==> src/rtl/sle_pkg.sv <==
// Shared types, constants and the scancode table of the scancode line editor.
// Depends on nothing; every other file in rtl but sle_ram imports it.
`default_nettype none

package sle_pkg;

	localparam int unsigned LINE_CAPACITY_DEF = 64;
	localparam int unsigned MAX_RESULTS       = 64;
	localparam int unsigned IDX_W             = $clog2(MAX_RESULTS);
	localparam int unsigned QUEUE_DEPTH       = 2;

	localparam logic [1:0] KIND_ECHO   = 2'd0;
	localparam logic [1:0] KIND_LINE   = 2'd1;
	localparam logic [1:0] KIND_NOLINE = 2'd2;

	localparam logic [7:0] CH_NUL = 8'h00;
	localparam logic [7:0] CH_BS  = 8'h08;
	localparam logic [7:0] CH_NL  = 8'h0A;
	localparam logic [7:0] CH_SP  = 8'h20;

	typedef enum logic [1:0] {
		OP_PRINT,
		OP_BKSP,
		OP_ENTER,
		OP_READ
	} op_t;

	typedef struct packed {
		op_t        op;
		logic [7:0] ch;
		logic [6:0] limit;
	} cmd_t;

	// Set-1 make code to ASCII; zero marks a key with no character.
	function automatic logic [7:0] key_map(input logic [6:0] code);
		logic [7:0] c;
		c = CH_NUL;
		case (code)
			7'h02: c = 8'h31;
			7'h03: c = 8'h32;
			7'h04: c = 8'h33;
			7'h05: c = 8'h34;
			7'h06: c = 8'h35;
			7'h07: c = 8'h36;
			7'h08: c = 8'h37;
			7'h09: c = 8'h38;
			7'h0A: c = 8'h39;
			7'h0B: c = 8'h30;
			7'h0C: c = 8'h2D;
			7'h0D: c = 8'h3D;
			7'h0E: c = CH_BS;
			7'h0F: c = 8'h09;
			7'h10: c = 8'h71;
			7'h11: c = 8'h77;
			7'h12: c = 8'h65;
			7'h13: c = 8'h72;
			7'h14: c = 8'h74;
			7'h15: c = 8'h79;
			7'h16: c = 8'h75;
			7'h17: c = 8'h69;
			7'h18: c = 8'h6F;
			7'h19: c = 8'h70;
			7'h1A: c = 8'h5B;
			7'h1B: c = 8'h5D;
			7'h1C: c = CH_NL;
			7'h1E: c = 8'h61;
			7'h1F: c = 8'h73;
			7'h20: c = 8'h64;
			7'h21: c = 8'h66;
			7'h22: c = 8'h67;
			7'h23: c = 8'h68;
			7'h24: c = 8'h6A;
			7'h25: c = 8'h6B;
			7'h26: c = 8'h6C;
			7'h27: c = 8'h3B;
			7'h28: c = 8'h27;
			7'h29: c = 8'h60;
			7'h2B: c = 8'h5C;
			7'h2C: c = 8'h7A;
			7'h2D: c = 8'h78;
			7'h2E: c = 8'h63;
			7'h2F: c = 8'h76;
			7'h30: c = 8'h62;
			7'h31: c = 8'h6E;
			7'h32: c = 8'h6D;
			7'h33: c = 8'h2C;
			7'h34: c = 8'h2E;
			7'h35: c = 8'h2F;
			7'h37: c = 8'h2A;
			7'h39: c = CH_SP;
			7'h4A: c = 8'h2D;
			7'h4E: c = 8'h2B;
			default: c = CH_NUL;
		endcase
		return c;
	endfunction

endpackage

`default_nettype wire

==> src/rtl/sle_ram.sv <==
// Generic single-port-write, single-port-read RAM with a registered read.
// Depends on nothing.
`default_nettype none

module sle_ram #(
	parameter int unsigned WIDTH = 8,
	parameter int unsigned DEPTH = 64
) (
	input  wire logic                     clk,
	input  wire logic                     we,
	input  wire logic [$clog2(DEPTH)-1:0] waddr,
	input  wire logic [WIDTH-1:0]         wdata,
	input  wire logic [$clog2(DEPTH)-1:0] raddr,
	output logic      [WIDTH-1:0]         rdata
);

	logic [WIDTH-1:0] mem_q [DEPTH];

	always_ff @(posedge clk) begin
		if (we) begin
			mem_q[waddr] <= wdata;
		end
		rdata <= mem_q[raddr];
	end

endmodule

`default_nettype wire

==> src/rtl/sle_front.sv <==
// Front end: takes input beats, maps scancodes to characters and turns each
// beat into an editing command, or drops it. Depends on sle_pkg.
`default_nettype none

module sle_front import sle_pkg::*; (
	input  wire logic        s_axis_tvalid,
	output logic             s_axis_tready,
	input  wire logic [15:0] s_axis_tdata,
	input  wire logic [0:0]  s_axis_tuser,
	output logic             cmd_valid,
	input  wire logic        cmd_ready,
	output cmd_t             cmd
);

	logic [7:0] code;
	logic [7:0] ch;
	logic       keep;

	assign code = s_axis_tdata[7:0];
	assign ch   = key_map(code[6:0]);

	always_comb begin
		cmd.ch    = ch;
		cmd.limit = s_axis_tdata[14:8];
		cmd.op    = OP_PRINT;
		keep      = 1'b1;
		if (s_axis_tuser[0]) begin
			cmd.op = OP_READ;
		end else if (code[7] || ch == CH_NUL) begin
			// Break codes and keys without a character leave no trace.
			keep = 1'b0;
		end else if (ch == CH_NL) begin
			cmd.op = OP_ENTER;
		end else if (ch == CH_BS) begin
			cmd.op = OP_BKSP;
		end
	end

	assign s_axis_tready = cmd_ready;
	assign cmd_valid     = s_axis_tvalid && keep;

endmodule

`default_nettype wire

==> src/rtl/sle_queue.sv <==
// Short command queue between the front end and the line engine.
// Depends on sle_pkg.
`default_nettype none

module sle_queue import sle_pkg::*; (
	input  wire logic clk,
	input  wire logic arst_n,
	input  wire logic in_valid,
	output logic      in_ready,
	input  cmd_t      in_cmd,
	output logic      out_valid,
	input  wire logic out_pop,
	output cmd_t      out_cmd
);

	localparam int unsigned QAW = $clog2(QUEUE_DEPTH);

	cmd_t           mem_q [QUEUE_DEPTH];
	logic [QAW-1:0] wr_q;
	logic [QAW-1:0] rd_q;
	logic [QAW:0]   cnt_q;
	logic           push;

	assign in_ready  = cnt_q != (QAW+1)'(QUEUE_DEPTH);
	assign out_valid = cnt_q != '0;
	assign out_cmd   = mem_q[rd_q];
	assign push      = in_valid && in_ready;

	always_ff @(posedge clk or negedge arst_n) begin
		if (!arst_n) begin
			wr_q  <= '0;
			rd_q  <= '0;
			cnt_q <= '0;
		end else begin
			if (push) begin
				wr_q <= wr_q + 1'b1;
			end
			if (out_pop) begin
				rd_q <= rd_q + 1'b1;
			end
			if (push && !out_pop) begin
				cnt_q <= cnt_q + 1'b1;
			end else if (!push && out_pop) begin
				cnt_q <= cnt_q - 1'b1;
			end
		end
	end

	always_ff @(posedge clk) begin
		if (push) begin
			mem_q[wr_q] <= in_cmd;
		end
	end

endmodule

`default_nettype wire

==> src/rtl/sle_back.sv <==
// Line engine: holds the edit position, the ready flag and the line store,
// carries out queued commands and drives the output register.
// Depends on sle_pkg and sle_ram.
`default_nettype none

module sle_back import sle_pkg::*; #(
	parameter int unsigned LINE_CAPACITY = LINE_CAPACITY_DEF
) (
	input  wire logic        clk,
	input  wire logic        arst_n,
	input  wire logic        cmd_valid,
	output logic             cmd_pop,
	input  cmd_t             cmd,
	output logic             m_axis_tvalid,
	input  wire logic        m_axis_tready,
	output logic [15:0]      m_axis_tdata,
	output logic [1:0]       m_axis_tuser,
	output logic             m_axis_tlast
);

	localparam int unsigned PW      = $clog2(LINE_CAPACITY);
	localparam int unsigned LEN_MAX =
		(LINE_CAPACITY < MAX_RESULTS - 1) ? LINE_CAPACITY : MAX_RESULTS - 1;

	typedef enum logic [1:0] {
		ST_IDLE,
		ST_BS_SPACE,
		ST_BS_LAST,
		ST_STREAM
	} state_t;

	state_t           state_q;
	logic [PW-1:0]    pos_q;
	logic             ready_q;
	logic [IDX_W-1:0] idx_q;
	logic [IDX_W-1:0] bound_q;
	logic             m_valid_q;
	logic [1:0]       kind_q;
	logic [7:0]       char_q;
	logic             rdy_out_q;
	logic             last_q;

	logic             load;
	logic             pos_ok;
	logic             term;
	logic [6:0]       max_chars;
	logic [IDX_W-1:0] bound_d;
	logic [IDX_W-1:0] rd_idx;
	logic             we;
	logic [7:0]       wdata;
	logic [7:0]       rdata;

	// The output register may be loaded when it is empty or its beat leaves now.
	assign load    = !m_valid_q || m_axis_tready;
	assign cmd_pop = (state_q == ST_IDLE) && cmd_valid && load;
	assign pos_ok  = pos_q != PW'(LINE_CAPACITY - 1);
	assign term    = (idx_q == bound_q) || (rdata == CH_NUL);

	assign max_chars = (cmd.limit == 7'd0) ? 7'd0 : cmd.limit - 7'd1;
	assign bound_d   = (max_chars > 7'(LEN_MAX)) ? IDX_W'(LEN_MAX) : IDX_W'(max_chars);

	assign we    = cmd_pop && ((cmd.op == OP_PRINT && pos_ok) || cmd.op == OP_ENTER);
	assign wdata = (cmd.op == OP_ENTER) ? CH_NUL : cmd.ch;

	// The store is read every cycle; the address runs one ahead while streaming
	// so that the character for the next beat is ready when that beat is built.
	always_comb begin
		rd_idx = '0;
		if (state_q == ST_STREAM) begin
			rd_idx = idx_q;
			if (load && !term) begin
				rd_idx = idx_q + 1'b1;
			end
		end
	end

	sle_ram #(
		.WIDTH(8),
		.DEPTH(LINE_CAPACITY)
	) u_store (
		.clk  (clk),
		.we   (we),
		.waddr(pos_q),
		.wdata(wdata),
		.raddr(PW'(rd_idx)),
		.rdata(rdata)
	);

	always_ff @(posedge clk or negedge arst_n) begin
		if (!arst_n) begin
			state_q   <= ST_IDLE;
			pos_q     <= '0;
			ready_q   <= 1'b0;
			idx_q     <= '0;
			bound_q   <= '0;
			m_valid_q <= 1'b0;
			kind_q    <= KIND_ECHO;
			char_q    <= CH_NUL;
			rdy_out_q <= 1'b0;
			last_q    <= 1'b0;
		end else if (load) begin
			m_valid_q <= 1'b0;
			unique case (state_q)
				ST_IDLE: begin
					if (cmd_valid) begin
						unique case (cmd.op)
							OP_PRINT: begin
								if (pos_ok) begin
									pos_q     <= pos_q + 1'b1;
									m_valid_q <= 1'b1;
									kind_q    <= KIND_ECHO;
									char_q    <= cmd.ch;
									rdy_out_q <= ready_q;
									last_q    <= 1'b1;
								end
							end
							OP_BKSP: begin
								if (pos_q != '0) begin
									pos_q     <= pos_q - 1'b1;
									m_valid_q <= 1'b1;
									kind_q    <= KIND_ECHO;
									char_q    <= CH_BS;
									rdy_out_q <= ready_q;
									last_q    <= 1'b0;
									state_q   <= ST_BS_SPACE;
								end
							end
							OP_ENTER: begin
								pos_q     <= '0;
								ready_q   <= 1'b1;
								m_valid_q <= 1'b1;
								kind_q    <= KIND_ECHO;
								char_q    <= CH_NL;
								rdy_out_q <= 1'b1;
								last_q    <= 1'b1;
							end
							OP_READ: begin
								if (!ready_q) begin
									m_valid_q <= 1'b1;
									kind_q    <= KIND_NOLINE;
									char_q    <= CH_NUL;
									rdy_out_q <= 1'b0;
									last_q    <= 1'b1;
								end else begin
									idx_q   <= '0;
									bound_q <= bound_d;
									state_q <= ST_STREAM;
								end
							end
						endcase
					end
				end
				ST_BS_SPACE: begin
					m_valid_q <= 1'b1;
					kind_q    <= KIND_ECHO;
					char_q    <= CH_SP;
					rdy_out_q <= ready_q;
					last_q    <= 1'b0;
					state_q   <= ST_BS_LAST;
				end
				ST_BS_LAST: begin
					m_valid_q <= 1'b1;
					kind_q    <= KIND_ECHO;
					char_q    <= CH_BS;
					rdy_out_q <= ready_q;
					last_q    <= 1'b1;
					state_q   <= ST_IDLE;
				end
				ST_STREAM: begin
					m_valid_q <= 1'b1;
					kind_q    <= KIND_LINE;
					rdy_out_q <= 1'b0;
					if (term) begin
						char_q  <= CH_NUL;
						last_q  <= 1'b1;
						ready_q <= 1'b0;
						state_q <= ST_IDLE;
					end else begin
						char_q <= rdata;
						last_q <= 1'b0;
						idx_q  <= idx_q + 1'b1;
					end
				end
			endcase
		end
	end

	assign m_axis_tvalid = m_valid_q;
	assign m_axis_tdata  = {7'd0, rdy_out_q, char_q};
	assign m_axis_tuser  = kind_q;
	assign m_axis_tlast  = last_q;

endmodule

`default_nettype wire

==> src/rtl/scancode_line_editor.sv <==
// Top level of the scancode line editor: front end, command queue and line engine.
// Depends on sle_pkg, sle_front, sle_queue and sle_back.
//
// Set-1 scancodes and read requests arrive as input beats; the front end maps
// each code to a character in the same cycle and places a command in a
// two-entry queue, so input is taken while the output side is stalled until
// the queue is full. Break codes and keys without a character are absorbed
// there and give no beat. The line engine runs one command at a time: a
// printable key or enter gives one echo beat, an ignored command none,
// backspace three output beats, a read that finds no line one beat. A read of
// a finished line first fetches the first character from the line store, then
// gives one beat per character and a final zero beat; the single read port of
// the line store sets this pace. Output stalls hold the engine beat by beat.
`default_nettype none

module scancode_line_editor import sle_pkg::*; #(
	parameter int unsigned LINE_CAPACITY = LINE_CAPACITY_DEF
) (
	input  wire logic        clk,
	input  wire logic        arst_n,
	input  wire logic        s_axis_tvalid,
	output logic             s_axis_tready,
	input  wire logic [15:0] s_axis_tdata,  // [7:0] scancode, [14:8] read_limit
	input  wire logic [0:0]  s_axis_tuser,  // [0] req_type
	output logic             m_axis_tvalid,
	input  wire logic        m_axis_tready,
	output logic [15:0]      m_axis_tdata,  // [7:0] out_char, [8] line_ready
	output logic [1:0]       m_axis_tuser,  // [1:0] out_kind
	output logic             m_axis_tlast   // last
);

	logic fq_valid;
	logic fq_ready;
	cmd_t fq_cmd;
	logic qb_valid;
	logic qb_pop;
	cmd_t qb_cmd;

	sle_front u_front (
		.s_axis_tvalid(s_axis_tvalid),
		.s_axis_tready(s_axis_tready),
		.s_axis_tdata (s_axis_tdata),
		.s_axis_tuser (s_axis_tuser),
		.cmd_valid    (fq_valid),
		.cmd_ready    (fq_ready),
		.cmd          (fq_cmd)
	);

	sle_queue u_queue (
		.clk      (clk),
		.arst_n   (arst_n),
		.in_valid (fq_valid),
		.in_ready (fq_ready),
		.in_cmd   (fq_cmd),
		.out_valid(qb_valid),
		.out_pop  (qb_pop),
		.out_cmd  (qb_cmd)
	);

	sle_back #(
		.LINE_CAPACITY(LINE_CAPACITY)
	) u_back (
		.clk          (clk),
		.arst_n       (arst_n),
		.cmd_valid    (qb_valid),
		.cmd_pop      (qb_pop),
		.cmd          (qb_cmd),
		.m_axis_tvalid(m_axis_tvalid),
		.m_axis_tready(m_axis_tready),
		.m_axis_tdata (m_axis_tdata),
		.m_axis_tuser (m_axis_tuser),
		.m_axis_tlast (m_axis_tlast)
	);

endmodule

`default_nettype wire
==> config.mk <==
export PLATFORM = sky130hd
export DESIGN_NAME = scancode_line_editor
export DESIGN_NICKNAME = d
export VERILOG_FILES = /design/src/rtl/sle_pkg.sv /design/src/rtl/sle_ram.sv /design/src/rtl/sle_front.sv /design/src/rtl/sle_queue.sv /design/src/rtl/sle_back.sv /design/src/rtl/scancode_line_editor.sv
export SDC_FILE = /design/constraint.sdc
export NUM_CORES = 1
export LEC_CHECK = 0
export ABC_CLOCK_PERIOD_IN_PS = 5750
export BUFFER_PORTS_ARGS = -buffer_cell sky130_fd_sc_hd__buf_2
export CORE_MARGIN = 2
export CORE_UTILIZATION = 50
export DETAILED_ROUTE_END_ITERATION = 6
export GPL_TIMING_DRIVEN = 0
export PLACE_DENSITY = 0.69
export SKIP_LAST_GASP = 1
export SYNTH_ARGS = -nofsm -noshare
export SYNTH_HDL_FRONTEND = slang
export SYNTH_SLANG_ARGS = --single-unit
==> constraint.sdc <==
create_clock -name clk -period 5.75 [get_ports clk]
set_clock_uncertainty 0.2 [all_clocks]
set_input_delay 0.2875 -clock clk [delete_from_list [all_inputs] [get_ports clk]]
set_output_delay 0.2875 -clock clk [all_outputs]
set_load 0.02 [all_outputs]
==> run_results.csv <==
group,metric,value,unit
die,io_pins,42,
global_routing,overflow,0,
clock_tree,worstSkewPairLatency,0.60,ns
finish,drive_gt1_share,9.99,%
global_routing,grt.total_usage,24.3,%
die,row_count,77,
clock_tree,cts_sinks,524,
synth,synth_area,22500,sq um
worst_setup_path,endpoint,"u_back.u_store.mem_q[31][4]",
global_routing,grt_start_max_net_pins,40,
placed_design,dpl.hpwl,38.9,mm
synth,synth_top_family_by_area,"simple AND/OR/NAND/NOR gates",
detailed_routing,dr_total_vias,15100,
synth,synth.avg_cell_area,12.2,sq um
finish,nets,1997,
worst_setup_path,crit_path_max_fanout,10,
placed_design,gp_congestion,0.916,
min_path,worstHoldStart,"s_axis_tdata[6]",
global_routing,grtUsageMet1,33.6,%
global_routing,first_global_vias,14800,
clock_tree,clockRootBuffer,"clkbuf_16",
flow_run,maxCapViolCount,0,
synth,synthSimpleGateAreaFrac,17.6,%
synth,synthAdderAreaFrac,1.66,%
worst_setup_path,cp_data_arrival_time,4.93,ns
pwr,p_clk_share,27.5,%
pwr,power_switching,4020,uW
global_routing,grt_pass1_wl,86.3,mm
clock_tree,post-cts-setup-buffers,0,
die,die_h,216,um
sta,max_freq,204,MHz
sta,rsz0062_at_grt,"no",
detailed_routing,routed_wl,57.0,mm
global_routing,use_met3,3.47,%
synth,synth.distinct_cells,73,
pwr,pwr-share-comb,29.9,%
finish,fin_cells,2584,
sta,min_period,4.91,ns
sta,period_share,85.4,%
synth,synth_top_cell_by_area,"edfxtp_1",
synth,synthMuxAreaShare,2.26,%
synth,synthXorXnorAreaFrac,0.922,%
synth,yosysWarnings,0,
worst_setup_path,worstSetupEndpointType,"flip-flop",
sta,finalSetupViolCount,0,
clock_tree,cts-buffers-inserted,51,
clock_tree,max-clock-path-buffers,3,
pwr,power_leakage,0.00898,uW
sta,report.final.slew_viol_count,0,
die,fp.dieW,216,um
pwr,p_int,7560,uW
synth,synth_most_common_cell,"edfxtp_1",
placed_design,port_buffers,30,
die,start_util,50.8,%
synth,synth_edf_count,480,
sta,whs,0.0454,ns
detailed_routing,first_pass_iters,6,
worst_setup_path,r2r_setup_slack,0.84,ns
worst_setup_path,startpoint,"u_queue.rd_q",
worst_setup_path,reg2reg_from,"u_queue.rd_q",
synth,synth-main-ff-cell,"edfxtp_1",
finish,area_growth,12.6,%
detailed_routing,ant_nets,0,
synth,synth-async-reset-ratio,7.06,%
sta,worst_slew_pin_slew,1.33,ns
placed_design,dp_cells,2478,
die,core_area,44300,sq um
synth,ys_top_cells_by_count,"480 x edfxtp_1, 449 x nand2_1, 190 x nand3_1",
min_path,hold_class,"primary input to flip-flop",
worst_setup_path,start_kind,"flip-flop",
global_routing,busiest_layer,"met2",
synth,ys_ff_latch,524,
pwr,power_density,456,nW/um^2
synth,yosysSeqAreaShare,68.7,%
clock_tree,htree_levels,2,
status,status,"finished clean",
detailed_routing,post_drt_via_cell_ratio,5.86,
synth,syn_inst,1841,
pwr,p_seq_share,42.6,%
clock_tree,clk_pin_slew,0.06,ns
clock_tree,cts_tree,"done",
synth,synth_area_leaders,"edfxtp_1 64%, nand2_1 7.5%, nand3_1 4.2%",
clock_tree,ctsResizeCount,0,
worst_setup_path,r2r-end,"u_back.u_store.mem_q[31][4]",
global_routing,antenna_found_initial,2,
detailed_routing,drtIter0Drc,1940,
die,die_area,46800,sq um
pwr,ir_worst_vdd,0.226,mV
detailed_routing,drc,0,
pwr,swShare,34.7,%
global_routing,met2_usage,39.1,%
worst_setup_path,required,5.77,ns
finish,antenna_cells,0,
detailed_routing,wl_per_cell,22.1,um
synth,synth_compound_area_share,5.79,%
sta,hold_violations,0,
worst_setup_path,path_class,"flip-flop to flip-flop",
worst_setup_path,ff2ff_path_depth,9,
sta,slew_headroom,10.5,%
synth,synth.top_cell.area_share,64.0,%
## layout make-up
| type | count | area [sq um] |
|---|---|---|
| Clock inverter | 34 | 236 |
| Clock buffer | 61 | 1350 |
| Inverter | 19 | 71.3 |
| Buffer | 117 | 607 |
| Tap cell | 592 | 741 |
| Sequential cell | 524 | 15500 |
| Timing Repair Buffer | 49 | 443 |
| Fill cell | 3555 | 18900 |
| Multi-Input combinational cell | 1188 | 6450 |
## layer usage
layer  vias to the layer above  wire [um]  part of all wire, %
met5                         -          0                    0
met4                         0       2080                  3.6
met3                       128       4670                  8.2
met2                       693      27000                   47
met1                      7358      23300                   41
li1                       6968          -                    -
## critical path, stage by stage (launching register included)
cell	delay (ns)
dfrtp_1	0.31
clkbuf_1	0.42
clkbuf_1	0.57
mux2i_1	0.48
ha_1	0.22
clkbuf_1	0.30
a21oi_1	0.08
nor3b_1	0.49
nand3_1	0.63
nor2_1	0.82
## per-stage QoR
stage	utilization [%]	TNS, ns	power (uW)	setup slack (ns)	cell area [sq um]
after floorplan	-	0	7110	1.35	22600
after global placement	52.9	-565.02	8230	-1.65	23400
after detailed placement	53.4	0	8420	0.852	23700
after CTS	57.2	0	11600	0.839	25400
after global routing	57.3	0	12100	0.556	25400
final	57.3	0	11600	0.841	25400
## cell usage in the layout (no fill, tap or decap), types with 11 or more instances in the layout
cell type	instances
nand4_1	53
nor3_1	12
inv_1	19
nor2_1	101
clkinv_1	16
o21ai_0	38
a32oi_1	19
nor2b_1	14
nand2_1	449
dfrtp_1	37
buf_4	23
nand3_1	190
ha_1	25
dlygate4sd3_1	11
mux2i_1	43
o22ai_1	20
edfxtp_1	480
clkbuf_1	64
a21oi_1	33
buf_2	59
nand2b_1	13
clkbuf_16	52
## sequential cells by signal, summed over array words and instances (netlist names)
name and count:
u_back.ready_q 1, u_back.u_store.rdata 7, u_back.m_axis_tlast 1, u_queue.wr_q 1, u_queue.rd_q 1, u_back.u_store.mem_q 448, u_queue.cnt_q 2, u_back.bound_q 6
u_back.rdy_out_q 1, u_back.m_axis_tvalid 1, u_back.char_q 7, u_back.pos_q 6, u_queue.mem_q 32, u_back.idx_q 6, u_back.m_axis_tuser 2, u_back.state_q 2
## worst min-delay path by stage
stage / cells past startpoint / to
3_3_place_gp: 1 / u_back.idx_q[4]
2_1_floorplan: 0 / u_back.bound_q[0]
4_1_cts: 2 / u_queue.mem_q[0][11]
6_report: 2 / u_queue.mem_q[0][11]
5_1_grt: 2 / u_queue.mem_q[0][11]
3_5_place_dp: 1 / u_back.idx_q[4]
## kinds of logic after synthesis
| kind of cell | after synthesis |
|---|---|
| flops | 524 |
| xor+xnor | 22 |
| simple gates | 890 |
| mux | 49 |
| buf+inv | 136 |
| other cells | 1 |
| compound gates | 189 |
| fa+ha+maj | 30 |
## power by group through the flow
stage | registers, uW | logic, uW | clock network (uW)
CTS | 4930 | 3440 | 3220
global route | 4950 | 3760 | 3370
floorplan | 5050 | 2060 | 0
detailed placement | 5010 | 3410 | 0
global placement | 5080 | 3150 | 0
finish | 4930 | 3460 | 3190
## timing repair
| action | CTS | global route |
|---|---|---|
| hold endpoints to repair | 56 | 0 |
| setup endpoints to repair | 0 | 0 |
| hold buffers | 11 | 0 |
No activity file was read; power rests on OpenSTA's default activity.
